--- src/rtl/hrm_pkg.sv ---
// ---------------------------------------------------------------------------
// hrm_pkg
// flag codes, conversion constants and the byte decode struct
// ---------------------------------------------------------------------------
package hrm_pkg;

  localparam logic [7:0] FLAG_RATE16  = 8'h01;
  localparam logic [7:0] FLAG_CONTACT = 8'h06;
  localparam logic [7:0] FLAG_ENERGY  = 8'h08;
  localparam logic [7:0] FLAG_RR      = 8'h10;

  localparam logic [9:0]  RR_SCALE = 10'd1000;
  localparam logic [25:0] RR_ROUND = 26'd512;
  localparam int          RR_SHIFT = 10;

  localparam logic [7:0] POS_MAX = 8'd255;

  // what one packet byte does to the working state
  typedef struct packed {
    logic       first;     // flags byte, clears the working state
    logic       rate_lo;   // low (or only) rate byte
    logic       rate_hi;   // high byte of a 16-bit rate
    logic       rr_lo;     // low byte of an rr pair
    logic       rr_hi;     // high byte of an rr pair
    logic [6:0] rr_idx;    // rr pair index within the packet
    logic       len_ok;    // packet long enough if this byte is the last
  } dec_t;

  // raw rr in 1/1024 s to ms, rounded
  function automatic logic [15:0] rr_to_ms(input logic [15:0] raw);
    logic [25:0] prod;
    prod = {10'd0, raw} * {16'd0, RR_SCALE} + RR_ROUND;
    return prod[RR_SHIFT +: 16];
  endfunction

endpackage

--- src/rtl/hrm_dec.sv ---
// ---------------------------------------------------------------------------
// hrm_dec
// classifies one packet byte by its position and the packet flags
// ---------------------------------------------------------------------------
module hrm_dec (
  input  logic [7:0]    pos,
  input  logic [7:0]    flags,
  input  logic [7:0]    data,
  output hrm_pkg::dec_t dec
);
  import hrm_pkg::*;

  logic [7:0] flags_eff;
  logic [7:0] rr_start;
  logic [7:0] rr_off;
  logic [8:0] len;
  logic       rate16;
  logic       energy;
  logic       in_rr;

  always_comb begin
    flags_eff = (pos == 8'd0) ? data : flags;
    rate16    = |(flags_eff & FLAG_RATE16);
    energy    = |(flags_eff & FLAG_ENERGY);
    rr_start  = 8'd2 + {7'd0, rate16} + {6'd0, energy, 1'b0};
    rr_off    = pos - rr_start;
    len       = {1'b0, pos} + 9'd1;

    in_rr = (pos != 8'd0) && (pos != 8'd1) && !((pos == 8'd2) && rate16) &&
            (|(flags_eff & FLAG_RR)) && (pos >= rr_start);

    dec.first   = (pos == 8'd0);
    dec.rate_lo = (pos == 8'd1);
    dec.rate_hi = (pos == 8'd2) && rate16;
    dec.rr_lo   = in_rr && !rr_off[0];
    dec.rr_hi   = in_rr && rr_off[0];
    dec.rr_idx  = rr_off[7:1];
    dec.len_ok  = (len >= 9'd2) && !(rate16 && (len < 9'd3)) &&
                  !(energy && (len < {1'b0, rr_start}));
  end

endmodule

--- src/rtl/heart_rate_measurement_parser.sv ---
// ---------------------------------------------------------------------------
// heart_rate_measurement_parser
// byte-serial parser for heart rate measurement packets
// ---------------------------------------------------------------------------
// Takes one packet byte per cycle, flags byte first, with tlast on the final
// byte. Each accepted byte lands in an input register; while it sits there, one
// pass of decode logic (position/flags classification plus a single 16x10
// multiply for the rr conversion) updates the working state as the byte
// advances, and on a last byte the parse result is written to the output
// register. Throughput is one byte per clock; the input keeps flowing while
// a result waits to be taken. Only a last byte needs the output register,
// so input stalls only when a new result meets an unconsumed one. A packet
// that is too short bumps the error count and repeats the previously stored
// values.
// ---------------------------------------------------------------------------
module heart_rate_measurement_parser #(
  parameter int MAX_RR = 4
) (
  input  logic         clk,
  input  logic         rst_n,
  input  logic         in_tvalid,
  output logic         in_tready,
  input  logic [39:0]  in_tdata,   // data_byte[7:0], timestamp_ms[39:8]
  input  logic         in_tlast,   // last_byte
  output logic         out_tvalid,
  input  logic         out_tready,
  output logic [191:0] out_tdata   // packet_ok[0], heart_rate_bpm[16:1],
                                   // skin_contact[17], packet_flags[25:18],
                                   // rr_valid_cnt[28:26], rr_interval_0[44:29],
                                   // rr_interval_1[60:45], rr_interval_2[76:61],
                                   // rr_interval_3[92:77], sample_sequence[124:93],
                                   // error_total[156:125], sample_time_ms[188:157],
                                   // zero pad[191:189]
);
  import hrm_pkg::*;

  localparam int CW   = $clog2(MAX_RR + 1);
  localparam int NREP = (MAX_RR < 4) ? MAX_RR : 4;

  // input register
  logic        in_v_r;
  logic [7:0]  in_byte_r;
  logic        in_last_r;
  logic [31:0] in_ts_r;
  logic        adv;

  // working state for the packet in flight
  logic [7:0]    pos_r, pos_nxt;
  logic [7:0]    flags_r, flags_nxt;
  logic [15:0]   rate_r, rate_nxt;
  logic [7:0]    hold_r, hold_nxt;
  logic [CW-1:0] wcnt_r, wcnt_nxt;
  logic [15:0]   wvals_r [MAX_RR];
  logic [15:0]   wvals_nxt [MAX_RR];

  // values of the last good packet
  logic [15:0]   st_rate_r, st_rate_nxt;
  logic          st_contact_r, st_contact_nxt;
  logic [7:0]    st_flags_r, st_flags_nxt;
  logic [CW-1:0] st_cnt_r, st_cnt_nxt;
  logic [15:0]   st_vals_r [MAX_RR];
  logic [15:0]   st_vals_nxt [MAX_RR];
  logic [31:0]   st_time_r, st_time_nxt;
  logic [31:0]   good_r, good_nxt;
  logic [31:0]   bad_r, bad_nxt;

  // output register
  logic          out_v_r;
  logic [191:0]  out_data_r, out_data_nxt;

  dec_t          dec;
  logic [15:0]   rr_ms;
  logic          ok;
  logic [2:0]    rep_cnt;
  logic [15:0]   rep_vals [4];

  // byte advances unless it is a last byte meeting a held result
  assign adv        = in_v_r && (!in_last_r || !out_v_r || out_tready);
  assign in_tready  = !in_v_r || adv;
  assign out_tvalid = out_v_r;
  assign out_tdata  = out_data_r;

  hrm_dec u_dec (
    .pos   (pos_r),
    .flags (flags_r),
    .data  (in_byte_r),
    .dec   (dec)
  );

  assign rr_ms = rr_to_ms({in_byte_r, hold_r});
  assign ok    = dec.len_ok;

  always_comb begin
    pos_nxt   = pos_r;
    flags_nxt = flags_r;
    rate_nxt  = rate_r;
    hold_nxt  = hold_r;
    wcnt_nxt  = wcnt_r;
    for (int i = 0; i < MAX_RR; i++) begin
      wvals_nxt[i] = wvals_r[i];
    end

    st_rate_nxt    = st_rate_r;
    st_contact_nxt = st_contact_r;
    st_flags_nxt   = st_flags_r;
    st_cnt_nxt     = st_cnt_r;
    for (int i = 0; i < MAX_RR; i++) begin
      st_vals_nxt[i] = st_vals_r[i];
    end
    st_time_nxt = st_time_r;
    good_nxt    = good_r;
    bad_nxt     = bad_r;

    // per-byte field capture
    if (dec.first) begin
      flags_nxt = in_byte_r;
      rate_nxt  = '0;
      hold_nxt  = '0;
      wcnt_nxt  = '0;
      for (int i = 0; i < MAX_RR; i++) begin
        wvals_nxt[i] = '0;
      end
    end else if (dec.rate_lo) begin
      rate_nxt = {8'd0, in_byte_r};
    end else if (dec.rate_hi) begin
      rate_nxt = {in_byte_r, rate_r[7:0]};
    end else if (dec.rr_lo && (int'(dec.rr_idx) < MAX_RR)) begin
      hold_nxt = in_byte_r;
    end else if (dec.rr_hi) begin
      // pairs past MAX_RR match no slot and are dropped
      for (int i = 0; i < MAX_RR; i++) begin
        if (int'(dec.rr_idx) == i) begin
          wvals_nxt[i] = rr_ms;
          wcnt_nxt     = CW'(i + 1);
        end
      end
    end

    // end of packet: commit or count the error
    if (in_last_r) begin
      pos_nxt = '0;
      if (ok) begin
        st_rate_nxt    = rate_nxt;
        st_contact_nxt = ((flags_nxt & FLAG_CONTACT) == FLAG_CONTACT);
        st_flags_nxt   = flags_nxt;
        st_cnt_nxt     = wcnt_nxt;
        for (int i = 0; i < MAX_RR; i++) begin
          st_vals_nxt[i] = wvals_nxt[i];
        end
        st_time_nxt = in_ts_r;
        good_nxt    = good_r + 32'd1;
      end else begin
        bad_nxt = bad_r + 32'd1;
      end
    end else if (pos_r != POS_MAX) begin
      pos_nxt = pos_r + 8'd1;
    end

    // reported view: four rr slots, count capped at seven
    rep_cnt = (int'(st_cnt_nxt) > 7) ? 3'd7 : 3'(st_cnt_nxt);
    for (int i = 0; i < 4; i++) begin
      rep_vals[i] = '0;
    end
    for (int i = 0; i < NREP; i++) begin
      rep_vals[i] = st_vals_nxt[i];
    end

    out_data_nxt = {3'd0, st_time_nxt, bad_nxt, good_nxt,
                    rep_vals[3], rep_vals[2], rep_vals[1], rep_vals[0],
                    rep_cnt, st_flags_nxt, st_contact_nxt, st_rate_nxt, ok};
  end

  // input register
  always_ff @(posedge clk) begin
    if (!rst_n) begin
      in_v_r <= 1'b0;
    end else if (in_tready) begin
      in_v_r <= in_tvalid;
    end
  end

  always_ff @(posedge clk) begin
    if (in_tready && in_tvalid) begin
      in_byte_r <= in_tdata[7:0];
      in_last_r <= in_tlast;
      in_ts_r   <= in_tdata[39:8];
    end
  end

  // parser state
  always_ff @(posedge clk) begin
    if (!rst_n) begin
      pos_r        <= '0;
      flags_r      <= '0;
      rate_r       <= '0;
      hold_r       <= '0;
      wcnt_r       <= '0;
      st_rate_r    <= '0;
      st_contact_r <= 1'b0;
      st_flags_r   <= '0;
      st_cnt_r     <= '0;
      st_time_r    <= '0;
      good_r       <= '0;
      bad_r        <= '0;
      for (int i = 0; i < MAX_RR; i++) begin
        wvals_r[i]   <= '0;
        st_vals_r[i] <= '0;
      end
    end else if (adv) begin
      pos_r        <= pos_nxt;
      flags_r      <= flags_nxt;
      rate_r       <= rate_nxt;
      hold_r       <= hold_nxt;
      wcnt_r       <= wcnt_nxt;
      st_rate_r    <= st_rate_nxt;
      st_contact_r <= st_contact_nxt;
      st_flags_r   <= st_flags_nxt;
      st_cnt_r     <= st_cnt_nxt;
      st_time_r    <= st_time_nxt;
      good_r       <= good_nxt;
      bad_r        <= bad_nxt;
      for (int i = 0; i < MAX_RR; i++) begin
        wvals_r[i]   <= wvals_nxt[i];
        st_vals_r[i] <= st_vals_nxt[i];
      end
    end
  end

  // result register
  always_ff @(posedge clk) begin
    if (!rst_n) begin
      out_v_r <= 1'b0;
    end else if (adv && in_last_r) begin
      out_v_r <= 1'b1;
    end else if (out_tready) begin
      out_v_r <= 1'b0;
    end
  end

  always_ff @(posedge clk) begin
    if (adv && in_last_r) begin
      out_data_r <= out_data_nxt;
    end
  end

endmodule

--- config.mk ---
export PLATFORM = sky130hd
export DESIGN_NAME = heart_rate_measurement_parser
export DESIGN_NICKNAME = d
export VERILOG_FILES = /design/src/rtl/hrm_pkg.sv /design/src/rtl/hrm_dec.sv /design/src/rtl/heart_rate_measurement_parser.sv
export SDC_FILE = /design/constraint.sdc
export NUM_CORES = 1
export LEC_CHECK = 0
export CAP_MARGIN = 20
export CORE_MARGIN = 2
export CORE_UTILIZATION = 60
export DETAILED_ROUTE_END_ITERATION = 8
export DONT_BUFFER_PORTS = 1
export PLACE_DENSITY = 0.81
export SKIP_LAST_GASP = 1
export SLEW_MARGIN = 10
export SYNTH_ARGS = -nofsm -noshare
export SYNTH_HDL_FRONTEND = slang
export SYNTH_SLANG_ARGS = --single-unit
--- constraint.sdc ---
create_clock -name clk -period 13.28 [get_ports clk]
set_input_delay 2.656 -clock clk [delete_from_list [all_inputs] [get_ports clk]]
set_output_delay 2.656 -clock clk [all_outputs]
set_load 0.05 [all_outputs]
### Yosys cells after proc, flatten, opt, wreduce, memory -nomap -nowiden

Memories as Yosys holds them, arrays and structs flattened.
Index checks and enable logic that the tools add are counted.

* output and inout port bits: 194
* RAM bits: 128
* register bits after elaboration: 399
* word-level logic and storage cells: 143
* memories: 2
* input bits: 45

* $lt $le $gt $ge: 5
* bitwise operators: 8
* equality and inequality tests: 10
* add/subtract/negate cells: 8
* mux-type cells: 58
* multipliers: 1
* reduce and logical (&&, ||, !) cells: 33

Memories
* st_vals_r: depth 4, width 16, read ports 4, clocked after memory_dff 0, write ports 4, line heart_rate_measurement_parser.sv:61 `logic [15:0] st_vals_r [MAX_RR];`
* wvals_r: depth 4, width 16, read ports 4, clocked after memory_dff 0, write ports 4, line heart_rate_measurement_parser.sv:53 `logic [15:0] wvals_r [MAX_RR];`

Operators by type and width (count)
* 2-to-1 mux 64 bit: 7
* 2-to-1 mux 16 bit: 17
* 2-to-1 mux 32 bit: 6
* 2-to-1 mux 8 bit: 9
* adder 32 x 1 -> 32 bit (second input constant): 2
* 2-to-1 mux 3 bit: 11
* adder 26 x 10 -> 26 bit (second input constant): 1
* multiplier 16 x 7 -> 23 bit (second input constant): 1
* logical AND 1 bit: 15
* equality test 7 x 3 -> 1 bit (second input constant): 2
* adder 8 x 1 -> 9 bit (second input constant): 1
* >= comparator 9 x 2 -> 1 bit (second input constant): 1
* less-than comparator 9 x 2 -> 1 bit (second input constant): 1
* less-than comparator 9 x 8 -> 1 bit: 1
* adder 8 x 1 -> 8 bit (second input constant): 1
* adder 8 x 2 -> 8 bit: 1
* equality test 8 x 1 -> 1 bit (second input constant): 1
* equality test 8 x 2 -> 1 bit (second input constant): 1
* >= comparator 8 bit: 1
* logical NOT 8 bit: 1
* 2-to-1 mux 1 bit: 8
* != test 8 x 1 -> 1 bit (second input constant): 1
* != test 8 bit (second input constant): 1
* bitwise OR 1 bit: 8
* other kinds (13): 24

### Depth between registers and ports, before layout

* depth in word-level cells: 17
* gate-level depth with buffers: 22
* gate-level depth less buffers: 19

### Modules after synthesis

From an unflattened synthesis, not the netlist that was laid out.

* cell total of the unflattened synthesis: 2301
* area, all modules: 25448.2 um^2

Modules (own cells, without submodules)
* heart_rate_measurement_parser: area each 24928.9 um^2, seq. area each 14133.6 um^2, times used 1, cells each 2233
* hrm_dec: area each 519.2 um^2, seq. area each 0.0 um^2, times used 1, cells each 68

### Worst setup path after synthesis

OpenSTA, ideal clock, no wires.

* path kind: input -> register
* start point: in out_tready
* end point: reg out_data_r[0], in the netlist out_tdata[0], enable pin
* setup slack: 1206 ps
* buffers on the path: 3
* stages: 7
* data required time: 12537 ps
* data arrival time: 11330 ps
* setup time: 743 ps
* cell sequence: nor2b_1 -> nand2_1 -> nand2_1 -> clkbuf_1 -> buf_1 -> clkbuf_1 -> nor2_1

* cells in the longest elaborated chain, start to end: 3

Ends and longest elaborated chain
* start, declared: line heart_rate_measurement_parser.sv:26 `input logic out_tready,`
* logical OR 1 bit: line heart_rate_measurement_parser.sv:78 `assign adv = in_v_r && (!in_last_r || !out_v_r || out_tready);`
* logical AND 1 bit: line heart_rate_measurement_parser.sv:78
* logical AND 1 bit: line heart_rate_measurement_parser.sv:241 `if (adv && in_last_r) begin`
* end signal, assigned: line heart_rate_measurement_parser.sv:242 `out_data_r <= out_data_nxt;`
* end, declared: line heart_rate_measurement_parser.sv:69 `logic [191:0] out_data_r, out_data_nxt;`

No other way between the ends.
A chain may end at the register's enable or synchronous reset.

==> summary.md <==
| Metric | Value |
|---|---|
| Final slew viol count | `0` |
| Internal power | `2920 uW` |
| H-tree Lvls | `2` |
| Cell count of the worst hold path | `2` |
| Worst-path fanout max | `9` |
| Final #Nets | `2488` |
| Detailed-route DRC error count | `0` |
| Hold Crit Class | `reg -> reg` |
| Startpoint Class | `flip-flop` |
| Setup CP Type | `reg -> reg` |
| Worst-Skew Late Latency | `0.61 ns` |
| YS warnings | `0` |
| Hold-fix buffers, CTS | `0` |
| Grt ovf | `0` |
| Seq pwr share | `between 40% and 50%` |
| Number of vias per cell | `5.97` |
| Setup violators final | `0` |
| Initial Util | `60.5%` |
| R2R cell count | `17` |
| Initial antenna violation count | `4` |
| I/O pins | `239` |
| Worst path slowest cell | `fa_1` |
| Number of global-route vias before repair | `17100` |
| Async set-reset flop share out of synthesis | `0%` |
| Clock share of power | `between 30% and 40%` |
| Worst VDD drop | `0.0000988 V` |
| CP peak stage delay | `0.61 ns` |
| Setup bufs post-CTS | `0` |
| Max-cap viol count | `0` |
| Worst endpoint required time | `13.63 ns` |
| Routed Antenna Nets | `0` |
| Crit-path cells | `inv_1 -> fa_1 -> fa_1 -> fa_1 -> fa_1 -> inv_1 -> ha_1 -> a21oi_1 -> o21ai_0 -> and2_0 -> a31o_2 -> nor2_1 -> nand3_1 -> or2_2 -> xnor2_1 -> o21ai_0 -> a22o_1` |
| Synthesis-to-layout area growth | `8.13%` |
| Yosys cell types | `95` |
| Final worst setup slack | `6.88 ns` |
| Final Util | `65.4%` |
| Reg clk slew, reported paths | `0.06 ns` |
| Combinational Power Share | `roughly 17%` |
| Routability cong. | `0.914` |
| DRT iter0 DRCs | `approximately 1600` |
| Worst slew pin tran | `1.09 ns` |
| Pwr Density | `147 nW/um^2` |
| Routed WL | `57500 um` |
| Minimum clock period after layout | `6.40 ns` |
| Max Root-Sink Buffers | `3` |
| Switching power | `1190 uW` |
| Seq/Total Area, Yosys | `54.6%` |
| Peak Freq | `156 MHz` |
| Slew HR | `27.0%` |
| CP most frequent cell | `fa_1` |
| PortBufs | `0` |
| Sw Share | `28.9%` |
| #FFs+latches synth | `527` |
| Ys flop type | `edfxtp_1` |
| Num rows | `76` |
| Final worst path period share | `about half` |
| Tot GR Track Use | `25.6%` |
| Data arrival, critical path | `6.75 ns` |
| Vias post-DR | `17400` |
| Avg WL per Cell | `19.7 um` |
| Mapped Area | `about 26000 um^2` |
| RSZ-0062 raised after global routing | `false` |
| First-pass GRT wire length | `between 90000 and 100000 um` |
| Largest net degree at the start of global routing | `165` |
| Min Hold Slack | `0.464 ns` |
| Hold Vio Cnt, Final | `0` |
| Vert. Die Dim | `212 um` |
| CTS-repair resized insts | `0` |
| Share of layout cells above drive strength 1 | `7.39%` |
| CTS Buf Count | `53` |
| Worst slack, placed | `6.99 ns` |
| Post-Route Skew | `0.0292 ns` |
| Post-DP HPWL | `37600 um` |
| Final setup TNS | `0 ns` |
| Die width | `212 um` |
| DRT Pass-1 Iters | `5` |
| Status | `complete, no violations` |
| Overall power | `4110 uW` |
| Mapped Cells | `2379` |
| Core area | `42800 um^2` |
| P_leak | `0.0105 uW` |
| Post-synth EDFFs | `around 360` |
| Worst setup EP type | `flip-flop` |
| DIE AREA | `44800 um^2` |
| Post-Syn Area per Cell | `10.9 um^2` |
| TritonCTS clock tree | `yes` |
| CTS root buffer | `clkbuf_16` |
| CTS sink count | `~530` |
-- state kept, by name, indices dropped and copies added, names as in the netlist, 3 cells and up --
register and count:
bad_r 32, flags_r 8, good_r 32, hold_r 8, in_byte_r 8, in_ts_r 32, out_tdata 189, pos_r 8
rate_r 16, st_cnt_r 3, st_flags_r 8, st_rate_r 16, st_time_r 32, st_vals_r 64, wcnt_r 3, wvals_r 64
-- power by group through the flow --
| stage | Sequential (uW) | Combinational [uW] | Clock (uW) |
|---|---|---|---|
| 2_1_floorplan | 1920 | 529 | 0 |
| 3_3_place_gp | 1930 | 675 | 0 |
| 3_5_place_dp | 1930 | 691 | 0 |
| 4_1_cts | 1900 | 695 | 1530 |
| 5_1_grt | 1900 | 772 | 1590 |
| 6_report | 1890 | 706 | 1510 |
-- per-layer routing --
metal,global-route usage (%),part of all wire (%),routed length [um],up-vias
li1,-,-,-,8209
met1,34.1,43,24500,8525
met2,42.8,49,28100,566
met3,4.91,5.9,3410,111
met4,7.84,2.7,1540,2
met5,0,0.016,9,-
-- cells by family (layout without fill, tap and decap cells) --
| kind of cell | Yosys count | after routing | synth area share (%) |
|---|---|---|---|
| other | 1 | 5 | 0.0145 |
| adder cells (fa/ha/maj) | 117 | 117 | 7.22 |
| flip-flops | 527 | 527 | 54.6 |
| XOR/XNOR | 135 | 135 | 4.60 |
| AND/OR/NAND/NOR | 966 | 966 | 18.1 |
| multiplexers | 49 | 49 | 1.95 |
| buffers and inverters | 231 | 217 | 3.74 |
| AO/OA/AOI/OAI | 353 | 353 | 9.75 |
-- cell usage after synthesis, types with 19 or more instances --
library cell,number,area share (%)
o31ai_1,26,0.75
a22o_1,42,1.4
clkbuf_1,89,1.3
nor2_1,239,3.5
nand3_1,50,0.97
nand4_1,26,0.63
xnor2_1,84,2.8
a21oi_1,39,0.75
edfxtp_1,358,42
dfxtp_1,169,13
and3_1,19,0.46
o21ai_0,96,1.9
nor3_1,35,0.68
a21boi_0,47,1.4
xor2_1,50,1.7
nor3b_1,44,1.3
and2_1,82,2.0
fa_1,54,4.2
nand2_1,341,4.9
inv_1,100,1.5
nor2b_1,48,1.2
mux2i_1,37,1.4
buf_2,24,0.46
or3_1,26,0.63
ha_1,63,3.0
-- path summary, 6_finish.rpt --
kind	from	end	slack [ns]
worst max-delay path	in_byte_r[0]$_DFFE_PP_	st_vals_r[3][10]$_SDFFCE_PN0P_	6.88
worst min-delay path	wcnt_r[0]$_SDFFE_PN0P_	wcnt_r[0]$_SDFFE_PN0P_	0.46
worst max register to register	in_byte_r[0]$_DFFE_PP_	st_vals_r[3][10]$_SDFFCE_PN0P_	6.88
worst min register to register	wcnt_r[0]$_SDFFE_PN0P_	wcnt_r[0]$_SDFFE_PN0P_	0.46
-- layout make-up --
type                    count  area [um^2]
diodes                      2         5.00
clock buffers              70         1450
clock inverters            26          305
fillers                  3193        14800
inverters                 100          375
multi-input cells        1623        10900
flip-flops and latches    527        14100
well taps                 546          683
repair buffers             21          178
-- cell usage in the layout (no fill, tap or decap), types with 50 or more instances in the layout --
| cell | netlist | layout |
|---|---|---|
| and2_1 | 82 | 80 |
| nand2_1 | 341 | 338 |
| edfxtp_1 | 358 | 358 |
| dfxtp_1 | 169 | 169 |
| ha_1 | 63 | 63 |
| fa_1 | 54 | 54 |
| o21ai_0 | 96 | 96 |
| clkbuf_16 | 0 | 54 |
| inv_1 | 100 | 100 |
| nand3_1 | 50 | 50 |
| nor2_1 | 239 | 236 |
| xnor2_1 | 84 | 84 |
| xor2_1 | 50 | 50 |
-- worst max-delay path, delay by kind of cell, from the launching register on --
| kind | cells | cell delay [ns] |
|---|---|---|
| adder cells (fa/ha/maj) | 5 | 2.47 |
| AO/OA/AOI/OAI | 5 | 1.28 |
| AND/OR/NAND/NOR | 4 | 1.10 |
| flip-flops | 1 | 0.54 |
| XOR/XNOR | 1 | 0.47 |
| buffers and inverters | 2 | 0.29 |
-- stage by stage --
step	std cells	cell area, um^2
floorplan	2381	25900
global placement	2816	26200
detailed placement	2816	26200
CTS	2912	28000
global route	2914	28000
finish	2915	28000
Power figures use the tool's default switching activity.
